### config.mk
export PLATFORM = sky130hd
export DESIGN_NAME = tlba_core
export DESIGN_NICKNAME = d
export VERILOG_FILES = /design/src/two_level_block_allocator_assert.svh /design/src/tlba_pkg.sv /design/src/tlba_ram.sv /design/src/tlba_core.sv
export SDC_FILE = /design/constraint.sdc
export NUM_CORES = 2
export LEC_CHECK = 0
export ABC_CLOCK_PERIOD_IN_PS = 9810
export BUFFER_PORTS_ARGS = -buffer_cell sky130_fd_sc_hd__buf_2
export CAP_MARGIN = 15
export CORE_AREA = 3 3 441 443
export DETAILED_ROUTE_END_ITERATION = 10
export DIE_AREA = 0 0 444 446
export PLACE_DENSITY = 0.81
export SLEW_MARGIN = 20
export SYNTH_ARGS = -nofsm -noshare
export SYNTH_HDL_FRONTEND = slang
export SYNTH_SLANG_ARGS = --single-unit
export TNS_END_PERCENT = 10
### constraint.sdc
create_clock -name clk -period 9.81 [get_ports clk]
set_clock_uncertainty 0.15 [all_clocks]
set_input_delay 0.4905 -clock clk [delete_from_list [all_inputs] [get_ports clk]]
set_output_delay 0.4905 -clock clk [all_outputs]
set_load 0.01 [all_outputs]
### src/two_level_block_allocator_assert.svh
// Assertion macros used by the allocator top level.
// Every check runs on the rising edge of clk and is off while rst is high.
`ifndef TWO_LEVEL_BLOCK_ALLOCATOR_ASSERT_SVH
`define TWO_LEVEL_BLOCK_ALLOCATOR_ASSERT_SVH

// A property that has to hold at every edge outside reset.
`define TLBA_ASSERT(lbl, prop, msg) \
  lbl: assert property (@(posedge clk) disable iff (rst) prop) \
    else $error(msg);

// A condition that must never be seen outside reset.
`define TLBA_NEVER(lbl, cond, msg) \
  lbl: assert property (@(posedge clk) disable iff (rst) !(cond)) \
    else $error(msg);

`endif

### src/tlba_pkg.sv
`timescale 1ns / 1ps
`default_nettype none
// ----------------------------------------------------------------------------
// Two-level block allocator package
// Sizes, block kind and status codes, and the result and monitor structs.
// ----------------------------------------------------------------------------
package tlba_pkg;

  localparam int NL      = 16;   // large blocks
  localparam int CH      = 8;    // small blocks per large block
  localparam int NS      = NL * CH;
  localparam int LG_L0   = 11;   // log2 of large block words
  localparam int LG_L1   = 8;    // log2 of small block words
  localparam int LW      = $clog2(NL);
  localparam int SW      = $clog2(NS);
  localparam int CW      = $clog2(CH);

  // Operation codes.
  localparam logic [2:0] OP_INIT        = 3'd0;
  localparam logic [2:0] OP_ALLOC       = 3'd1;
  localparam logic [2:0] OP_FREE_USED   = 3'd2;
  localparam logic [2:0] OP_FREE_CACHED = 3'd3;
  localparam logic [2:0] OP_MARK_CACHED = 3'd4;
  localparam logic [2:0] OP_MARK_USED   = 3'd5;

  // Block kinds.
  localparam logic [2:0] K_NONE   = 3'd0;
  localparam logic [2:0] K_FREE   = 3'd1;
  localparam logic [2:0] K_USED   = 3'd2;
  localparam logic [2:0] K_CACHED = 3'd3;
  localparam logic [2:0] K_SPLIT  = 3'd4;
  localparam logic [2:0] K_TAIL   = 3'd5;

  // Result status codes.
  localparam logic [1:0] ST_OK   = 2'd0;
  localparam logic [1:0] ST_NONE = 2'd1;
  localparam logic [1:0] ST_LAST = 2'd2;
  localparam logic [1:0] ST_BAD  = 2'd3;

  localparam logic [15:0] MEM_RESET = 16'd32768;

  typedef struct packed {
    logic [1:0]  status;
    logic [6:0]  granted_index;
    logic [14:0] block_start;
    logic [11:0] block_size;
    logic [7:0]  owner_out;
  } res_t;

  // Queue occupancy and resident count seen by the top level checks.
  typedef struct packed {
    logic [LW:0] llen;
    logic [SW:0] slen;
    logic [LW:0] resident;
  } mon_t;

  function automatic logic [14:0] blk_start(input logic lvl, input logic [6:0] idx);
    blk_start = lvl ? (15'(idx) << LG_L1) : (15'(idx[LW-1:0]) << LG_L0);
  endfunction

  function automatic logic [11:0] blk_size(input logic lvl);
    blk_size = lvl ? 12'(1 << LG_L1) : 12'(1 << LG_L0);
  endfunction

endpackage
`default_nettype wire

### src/tlba_ram.sv
`timescale 1ns / 1ps
`default_nettype none
// ----------------------------------------------------------------------------
// Allocator RAM
// Single write port, single registered read port.
// ----------------------------------------------------------------------------
module tlba_ram #(
  parameter int WIDTH = 8,
  parameter int DEPTH = 128
) (
  input  wire logic                     clk,
  input  wire logic                     we,
  input  wire logic [$clog2(DEPTH)-1:0] wa,
  input  wire logic [WIDTH-1:0]         wd,
  input  wire logic [$clog2(DEPTH)-1:0] ra,
  output      logic [WIDTH-1:0]         rd
);

  logic [WIDTH-1:0] mem [DEPTH];

  // Write and registered read.
  always_ff @(posedge clk) begin
    if (we) begin
      mem[wa] <= wd;
    end
    rd <= mem[ra];
  end

endmodule
`default_nettype wire

### src/tlba_core.sv
`timescale 1ns / 1ps
`default_nettype none
// ----------------------------------------------------------------------------
// Allocator sequencer
// Large-block tables in flops, small-block tables and the small free queue in
// RAMs, and the sequencer that steps splits, merges and table builds.
// ----------------------------------------------------------------------------
module tlba_core import tlba_pkg::*; (
  input  wire logic        clk,
  input  wire logic        rst,
  input  wire logic        cfg_wr_en,
  input  wire logic [15:0] cfg_wr_data,
  input  wire logic        in_valid,
  output      logic        in_ready,
  input  wire logic [2:0]  in_op,
  input  wire logic        in_level,
  input  wire logic [6:0]  in_index,
  input  wire logic [7:0]  in_owner,
  input  wire logic        in_merge,
  output      logic        res_valid,
  input  wire logic        res_ack,
  output      res_t        res,
  output      mon_t        mon
);

  typedef enum logic [3:0] {
    S_IDLE, S_BUILD_L, S_BUILD_S, S_DISPATCH, S_ASG, S_SPLIT,
    S_RK, S_MCLR, S_DEL_RD, S_DEL_WR, S_FIN
  } state_t;

  state_t      state;
  logic        from_op;
  logic [15:0] mem_size;
  logic [2:0]  op_r;
  logic        lvl_r;
  logic [6:0]  idx_r;
  logic [7:0]  own_r;
  logic        mrg_r;
  logic [7:0]  cnt;
  logic [7:0]  wcnt;
  logic [LW-1:0] par;

  logic [2:0]    lkind    [NL];
  logic [7:0]    lowner   [NL];
  logic [3:0]    children [NL];
  logic [LW-1:0] lq       [NL];
  logic [LW-1:0] lhead;
  logic [LW:0]   llen;
  logic [LW:0]   resident;
  logic [SW-1:0] shead;
  logic [SW:0]   slen;

  // RAM ports.
  logic          k_we, o_we, q_we;
  logic [SW-1:0] k_wa, o_wa, q_wa, k_ra, q_ra;
  logic [2:0]    k_wd, k_rd;
  logic [7:0]    o_wd, o_rd;
  logic [SW-1:0] q_wd, q_rd;

  tlba_ram #(.WIDTH(3), .DEPTH(NS)) u_kind (
    .clk(clk), .we(k_we), .wa(k_wa), .wd(k_wd), .ra(k_ra), .rd(k_rd));
  tlba_ram #(.WIDTH(8), .DEPTH(NS)) u_owner (
    .clk(clk), .we(o_we), .wa(o_wa), .wd(o_wd), .ra(k_ra), .rd(o_rd));
  tlba_ram #(.WIDTH(SW), .DEPTH(NS)) u_queue (
    .clk(clk), .we(q_we), .wa(q_wa), .wd(q_wd), .ra(q_ra), .rd(q_rd));

  // Table build geometry from the memory size, clamped to the full array.
  logic [LW:0]  n0;
  logic [10:0]  r0;
  logic [2:0]   n1c;
  logic         r0nz, r1nz;
  logic [2:0]   bkind;
  logic [LW:0]  bpar;

  always_comb begin
    n0   = mem_size[15] ? (LW+1)'(NL) : {1'b0, mem_size[14:11]};
    r0   = mem_size[15] ? 11'd0 : mem_size[10:0];
    n1c  = r0[10:8];
    r0nz = |r0;
    r1nz = |r0[7:0];
    bpar = {1'b0, cnt[6:3]};
    if (bpar < n0) begin
      bkind = K_SPLIT;
    end else if (r0nz && bpar == n0) begin
      if (cnt[2:0] < n1c) begin
        bkind = K_FREE;
      end else if (cnt[2:0] == n1c && r1nz) begin
        bkind = K_TAIL;
      end else begin
        bkind = K_NONE;
      end
    end else begin
      bkind = K_NONE;
    end
  end

  // Request decode.
  logic [2:0]    need, nk;
  logic          is_free;
  logic [LW-1:0] la;
  logic [2:0]    lk_rd;
  logic [3:0]    ch_rd, ch_dec;
  logic [LW-1:0] lq_head, ltail;
  logic [SW-1:0] stail;
  logic [SW-1:0] split_c;

  always_comb begin
    need    = (op_r == OP_FREE_USED || op_r == OP_MARK_CACHED) ? K_USED : K_CACHED;
    is_free = (op_r == OP_FREE_USED || op_r == OP_FREE_CACHED);
    nk      = is_free ? K_FREE : ((op_r == OP_MARK_CACHED) ? K_CACHED : K_USED);
    // One read address into the large tables each cycle.
    unique case (state)
      S_ASG:   la = q_rd[SW-1:CW];
      S_RK:    la = idx_r[SW-1:CW];
      default: la = idx_r[LW-1:0];
    endcase
    lk_rd   = lkind[la];
    ch_rd   = children[la];
    ch_dec  = ch_rd - {3'd0, (ch_rd != 4'd0)};
    lq_head = lq[lhead];
    ltail   = lhead + llen[LW-1:0];
    stail   = shead + slen[SW-1:0];
    split_c = {par, cnt[CW-1:0]};
  end

  // RAM control per sequencer step.
  always_comb begin
    k_we = 1'b0; k_wa = idx_r; k_wd = K_NONE; k_ra = idx_r;
    o_we = 1'b0; o_wa = idx_r; o_wd = 8'd0;
    q_we = 1'b0; q_wa = stail; q_wd = idx_r; q_ra = shead;
    unique case (state)
      S_BUILD_S: begin
        k_we = 1'b1; k_wa = cnt[SW-1:0]; k_wd = bkind;
        o_we = 1'b1; o_wa = cnt[SW-1:0];
        q_we = (bkind == K_FREE); q_wa = slen[SW-1:0]; q_wd = cnt[SW-1:0];
      end
      S_ASG: begin
        k_we = 1'b1; k_wa = q_rd; k_wd = K_USED;
        o_we = 1'b1; o_wa = q_rd; o_wd = own_r;
      end
      S_SPLIT: begin
        k_we = 1'b1; k_wa = split_c;
        if (cnt[CW-1:0] == CW'(CH - 1)) begin
          k_wd = K_USED;
          o_we = 1'b1; o_wa = split_c; o_wd = own_r;
        end else begin
          k_wd = K_FREE;
          q_we = 1'b1; q_wd = split_c;
        end
      end
      S_RK: begin
        if (k_rd == need) begin
          k_we = 1'b1; k_wd = nk;
          o_we = is_free;
          q_we = is_free;
        end
      end
      S_MCLR: begin
        k_we = 1'b1; k_wa = split_c; k_wd = K_SPLIT;
        o_we = 1'b1; o_wa = split_c;
      end
      S_DEL_RD: begin
        q_ra = shead + cnt[SW-1:0];
      end
      S_DEL_WR: begin
        q_we = (q_rd[SW-1:CW] != par);
        q_wa = shead + wcnt[SW-1:0];
        q_wd = q_rd;
      end
      default: begin
      end
    endcase
  end

  assign in_ready  = (state == S_IDLE);
  assign res_valid = (state == S_FIN);
  assign mon       = '{llen: llen, slen: slen, resident: resident};

  // Sequencer, large-block tables and the result register.
  always_ff @(posedge clk) begin
    if (rst) begin
      state    <= S_BUILD_L;
      from_op  <= 1'b0;
      mem_size <= MEM_RESET;
      llen     <= '0;
      slen     <= '0;
      resident <= '0;
    end else begin
      if (cfg_wr_en) begin
        mem_size <= cfg_wr_data;
      end
      unique case (state)
        S_IDLE: begin
          if (in_valid) begin
            op_r  <= in_op;
            lvl_r <= in_level;
            idx_r <= in_index;
            own_r <= in_owner;
            mrg_r <= in_merge;
            res   <= '0;
            state <= S_DISPATCH;
          end
        end

        // Large tables in one step, small tables swept below.
        S_BUILD_L: begin
          for (int i = 0; i < NL; i++) begin
            if ((LW+1)'(i) < n0) begin
              lkind[i] <= K_FREE;
            end else if ((LW+1)'(i) == n0 && r0nz) begin
              lkind[i] <= K_TAIL;
            end else begin
              lkind[i] <= K_NONE;
            end
            lq[i]       <= LW'(i);
            lowner[i]   <= 8'd0;
            children[i] <= 4'd0;
          end
          lhead    <= '0;
          llen     <= n0;
          resident <= n0;
          shead    <= '0;
          slen     <= '0;
          cnt      <= '0;
          state    <= S_BUILD_S;
        end

        S_BUILD_S: begin
          if (bkind == K_FREE) begin
            slen <= slen + 1'b1;
          end
          cnt <= cnt + 1'b1;
          if (cnt[SW-1:0] == SW'(NS - 1)) begin
            res   <= '0;
            state <= from_op ? S_FIN : S_IDLE;
          end
        end

        S_DISPATCH: begin
          state <= S_FIN;
          case (op_r)
            OP_INIT: begin
              from_op <= 1'b1;
              state   <= S_BUILD_L;
            end
            OP_ALLOC: begin
              if (lvl_r) begin
                if (slen != '0) begin
                  state <= S_ASG;
                end else if (llen == '0) begin
                  res.status <= ST_NONE;
                end else if (resident == (LW+1)'(1)) begin
                  res.status <= ST_LAST;
                end else begin
                  lhead           <= lhead + 1'b1;
                  llen            <= llen - 1'b1;
                  lkind[lq_head]  <= K_SPLIT;
                  children[lq_head] <= 4'd1;
                  resident        <= resident - 1'b1;
                  par             <= lq_head;
                  cnt             <= '0;
                  state           <= S_SPLIT;
                end
              end else if (llen == '0) begin
                res.status <= ST_NONE;
              end else begin
                lhead          <= lhead + 1'b1;
                llen           <= llen - 1'b1;
                lkind[lq_head] <= K_USED;
                lowner[lq_head] <= own_r;
                res <= '{ST_OK, {3'd0, lq_head}, blk_start(1'b0, {3'd0, lq_head}),
                         blk_size(1'b0), own_r};
              end
            end
            OP_FREE_USED, OP_FREE_CACHED, OP_MARK_CACHED, OP_MARK_USED: begin
              if (lvl_r) begin
                state <= S_RK;
              end else if (idx_r[6:LW] != '0 || lk_rd != need) begin
                res.status <= ST_BAD;
              end else if (is_free) begin
                lkind[la]  <= K_FREE;
                lowner[la] <= 8'd0;
                lq[ltail]  <= la;
                llen       <= llen + 1'b1;
                res <= '{ST_OK, idx_r, blk_start(1'b0, idx_r), blk_size(1'b0), 8'd0};
              end else begin
                lkind[la] <= nk;
                res <= '{ST_OK, idx_r, blk_start(1'b0, idx_r), blk_size(1'b0),
                         lowner[la]};
              end
            end
            default: begin
              res.status <= ST_BAD;
            end
          endcase
        end

        // Pop of the small free queue; the popped index arrives from the RAM.
        S_ASG: begin
          children[la] <= ch_rd + 4'd1;
          shead        <= shead + 1'b1;
          slen         <= slen - 1'b1;
          res   <= '{ST_OK, q_rd, blk_start(1'b1, q_rd), blk_size(1'b1), own_r};
          state <= S_FIN;
        end

        // One child per cycle; the last child is granted.
        S_SPLIT: begin
          if (cnt[CW-1:0] == CW'(CH - 1)) begin
            res   <= '{ST_OK, split_c, blk_start(1'b1, split_c), blk_size(1'b1), own_r};
            state <= S_FIN;
          end else begin
            slen <= slen + 1'b1;
            cnt  <= cnt + 1'b1;
          end
        end

        // Small block kind and owner are back from the RAMs.
        S_RK: begin
          state <= S_FIN;
          if (k_rd != need) begin
            res.status <= ST_BAD;
          end else if (!is_free) begin
            res <= '{ST_OK, idx_r, blk_start(1'b1, idx_r), blk_size(1'b1), o_rd};
          end else begin
            slen <= slen + 1'b1;
            res  <= '{ST_OK, idx_r, blk_start(1'b1, idx_r), blk_size(1'b1), 8'd0};
            if (lk_rd != K_TAIL) begin
              children[la] <= ch_dec;
              if (ch_dec == 4'd0 && mrg_r && lk_rd == K_SPLIT) begin
                lkind[la] <= K_FREE;
                lq[ltail] <= la;
                llen      <= llen + 1'b1;
                resident  <= resident + 1'b1;
                par       <= la;
                cnt       <= '0;
                state     <= S_MCLR;
              end
            end
          end
        end

        // Merge: children back to split kind, then compact the small queue.
        S_MCLR: begin
          cnt <= cnt + 1'b1;
          if (cnt[CW-1:0] == CW'(CH - 1)) begin
            cnt   <= '0;
            wcnt  <= '0;
            state <= S_DEL_RD;
          end
        end

        S_DEL_RD: begin
          if (cnt == slen) begin
            slen  <= wcnt;
            state <= S_FIN;
          end else begin
            state <= S_DEL_WR;
          end
        end

        S_DEL_WR: begin
          if (q_rd[SW-1:CW] != par) begin
            wcnt <= wcnt + 1'b1;
          end
          cnt   <= cnt + 1'b1;
          state <= S_DEL_RD;
        end

        S_FIN: begin
          if (res_ack) begin
            state <= S_IDLE;
          end
        end

        default: begin
          state <= S_IDLE;
        end
      endcase
    end
  end

endmodule
`default_nettype wire

==> impl_metrics.tcl <==
set metrics [dict create \
    status "completed" \
    grtUsageTotal_pct 30.25 \
    cp-start-kind "register" \
    critPathCapture "lq[5][1]" \
    clkTransAtPathRegs_ns 0.06 \
    dpl_cell_area_um2 117100 \
    setup-violations-final 0 \
    ys.flop_type "edfxtp_1" \
    fin_crit_ns 7.821 \
    cpMaxStageDelayCell "dfxtp_1" \
    path_cells "nor3b_4 -> buf_4 -> mux2i_4 -> buf_4 -> mux2i_1 -> mux2i_1 -> mux2_2 -> mux2i_1 -> ha_1 -> or3b_2 -> ha_1 -> ha_1 -> nand3_1 -> or3_1 -> a211oi_4 -> nand3_2 -> a21o_1 -> buf_4 -> o21ai_0" \
    drc_errors 0 \
    coreArea_um2 190400 \
    rr_worst_depth 19 \
    rr_endpoint "lq[5][1]" \
    grt_pass1_wl_um 437100 \
    grt-ovfl-total 0 \
    path_class "reg -> reg" \
    die_width_um 444 \
    slew-limit-headroom_pct 21.62 \
    grt_pass1_vias 63400 \
    synth_seq_area_share_pct 71.74 \
    slew_viol_final 0 \
    slowest_delay_ns 0.84 \
    viasPerCell 6.970 \
    cts_tree "yes" \
    synthTopCellsByArea "edfxtp_1 71%, mux4_2 14%, nor2_1 2.5%" \
    htreeDepth 5 \
    synth_warnings 0 \
    dr_total_vias 64020 \
    hold_viol 0 \
    initial_core_util_pct 59.93 \
    root_buffer "clkbuf_16" \
    ys_types 94 \
    path_max_fanout 36 \
    fill_cells 11440 \
    cts.sinks 2746 \
    startpoint "state[2]" \
    arrival_ns 8.21 \
    tightest_slew_ns 1.167 \
    drtIter0Drc 9161 \
    drt-total-wl_um 298800 \
    stdcell_area_um2 126300 \
    final_util_pct 66.34 \
    maxCapViolations 0 \
    grt_max_degree 113 \
    synth_edf_count 2685 \
    ys_ff_latch 2746 \
    die_area_um2 198000 \
    clockBufferDepth 4 \
    yosys.area.top_type "edfxtp_1" \
    r2r_start "state[2]" \
    critPathCaptureType "register" \
    yosys.area.top_type_share_pct 70.67 \
    peakVddDrop_uv 204.0 \
    drive_above_1_share_pct 21.23 \
    leakage_nw 42.54 \
    pin_count 105 \
    syn_inst 6317 \
    hold_path_class "in -> reg" \
    antenna_found_initial 12 \
    gp_congestion 0.9280 \
    wire_per_inst_um 32.53 \
    setup_tns_ns 0 \
    clk_latency_ns 0.94 \
    worstPathRequired_ns 10.20 \
    drtAntennaViolNets 0 \
    ff2ff_setup_slack_ns 1.99 \
    area_growth_pct 10.70 \
    timing.fmax_mhz 127.9 \
    dpl.hpwl_um 168200 \
    row_count 160 \
    port_buffers 86 \
    synthesis.area_um2 114100 \
    finalCritPeriodShare_pct 79.73 \
    dr.pass1.iters 9 \
    numCtsBuffers 289 \
    avgSynthCellArea_um2 18.06 \
    fp.dieH_um 446 \
    synth_async_sr_flop_share_pct 0 \
    power-per-cell-area_nw_per_um2 238.1 \
    nNetsFinal 6552 \
    rsz0062_at_grt "no" \
]
[worst min-delay path by stage]
stage | from | to | cells past startpoint | slack, ns
6_report | cfg_wr_en | mem_size[4] | 3 | 0.05
5_1_grt | cfg_wr_en | mem_size[7] | 3 | 0.05
4_1_cts | cfg_wr_en | mem_size[15] | 3 | 0.007
3_5_place_dp | from_op | from_op | 2 | 0.33
3_3_place_gp | from_op | from_op | 2 | 0.32
2_1_floorplan | from_op | from_op | 2 | 0.28
[critical path, delay by kind of cell (launching register included)]
kind,cells,cell delay [ns]
buffers and inverters,3,1.07
multiplexers,5,1.71
AND/OR/NAND/NOR,5,1.54
flip-flops,1,0.84
adder cells (fa/ha/maj),3,0.74
AO/OA/AOI/OAI,3,1.37
[timing repair]
action                                 in CTS  in global routing
resized for setup                           0                  0
endpoints found under the hold margin      37                  0
hold buffers                               37                  0
setup buffers                               0                  0
[synth_stat cells (23+ instances only)]
master / n
a211oi_1: 27
a21oi_1: 108
a311oi_1: 27
and3_1: 39
buf_1: 99
buf_2: 41
buf_4: 24
clkbuf_1: 207
dfxtp_1: 61
edfxtp_1: 2685
ha_1: 45
inv_1: 44
mux2_2: 37
mux2i_1: 282
mux4_2: 714
nand2_1: 416
nand2b_1: 27
nand3_1: 102
nor2_1: 757
nor3_1: 42
o21ai_0: 62
o21ai_1: 29
or3_1: 27
xnor2_1: 34
xor2_1: 23
[layout make-up]
type	instances	area, µm²	area share (%)
Antenna cell	5	12.51	0.009907
Clock buffer	356	7685	6.085
Clock inverter	143	1070	0.8470
Inverter	45	168.9	0.1337
Multi-Input combinational cell	3164	30800	24.39
Sequential cell	2746	81850	64.81
Tap cell	2511	3142	2.488
Timing Repair Buffer	216	1568	1.241
[cell families (layout without fill, tap and decap cells)]
logic type      count (synthesis)  count (layout)  synth area share [%]
flops                        2746            2746                 71.74
simple gates                 1529            1529                 5.812
mux                          1036            1036                 17.00
compound gates                474             474                 2.861
buf+inv                       424             760                 1.572
xor+xnor                       58              58                0.4518
fa+ha+maj                      49              49                0.5637
other cells                     1              23              0.003287
[power breakdown]
| group | internal [mW] | total [mW] | switching [mW] |
|---|---|---|---|
| combinational | 1.75 | 5.51 | 3.76 |
| clock | 5.94 | 10.4 | 4.48 |
| sequential | 13.8 | 14.1 | 0.302 |
| total | 21.5 | 30.1 | 8.55 |
[cells in the final DEF, fill, tap and decap left out, drive strengths merged, types with 34 or more instances in the layout]
| master | instances |
|---|---|
| a21oi | 111 |
| and3 | 39 |
| buf | 179 |
| clkbuf | 356 |
| clkinv | 116 |
| dfxtp | 61 |
| dlygate4sd3 | 37 |
| edfxtp | 2685 |
| ha | 45 |
| inv | 49 |
| mux2 | 37 |
| mux2i | 284 |
| mux4 | 715 |
| nand2 | 416 |
| nand3 | 103 |
| nor2 | 759 |
| nor3 | 64 |
| o21ai | 91 |
| xnor2 | 34 |
[per-stage QoR]
stage | setup WS, ns | total power [mW] | hold slack [ns] | instances
CTS | 2.173 | 30.03 | 0.007445 | 9181
global placement | 2.475 | 19.50 | 0.3152 | 8645
floorplan | 1.723 | 17.78 | 0.2816 | 6334
global route | 1.820 | 30.85 | 0.05177 | 9183
finish | 1.989 | 30.07 | 0.05025 | 9186
detailed placement | 2.174 | 19.69 | 0.3283 | 8645
[sequential cells by signal, summed over array words and instances, names as in the netlist, 5 cells and up, named ones only]
| register | flops |
|---|---|
| u_owner.rd | 8 |
| wcnt | 8 |
| slen | 8 |
| u_queue.mem | 896 |
| cnt | 8 |
| lowner | 128 |
| llen | 5 |
| lkind | 48 |
| mem_size | 16 |
| own_r | 8 |
| idx_r | 7 |
| children | 64 |
| shead | 7 |
| lq | 64 |
| u_owner.mem | 1024 |
| u_kind.mem | 384 |
| resident | 5 |
| res | 26 |
| u_queue.rd | 7 |
[per-layer routing]
metal	up-vias	track usage, %	routed length [µm]
li1	25570	-	-
met1	32680	39.82	102700
met2	4891	48.68	146400
met3	869	6.204	32690
met4	8	15.24	16970
met5	-	0	49
No activity file was read; power rests on OpenSTA's default activity.
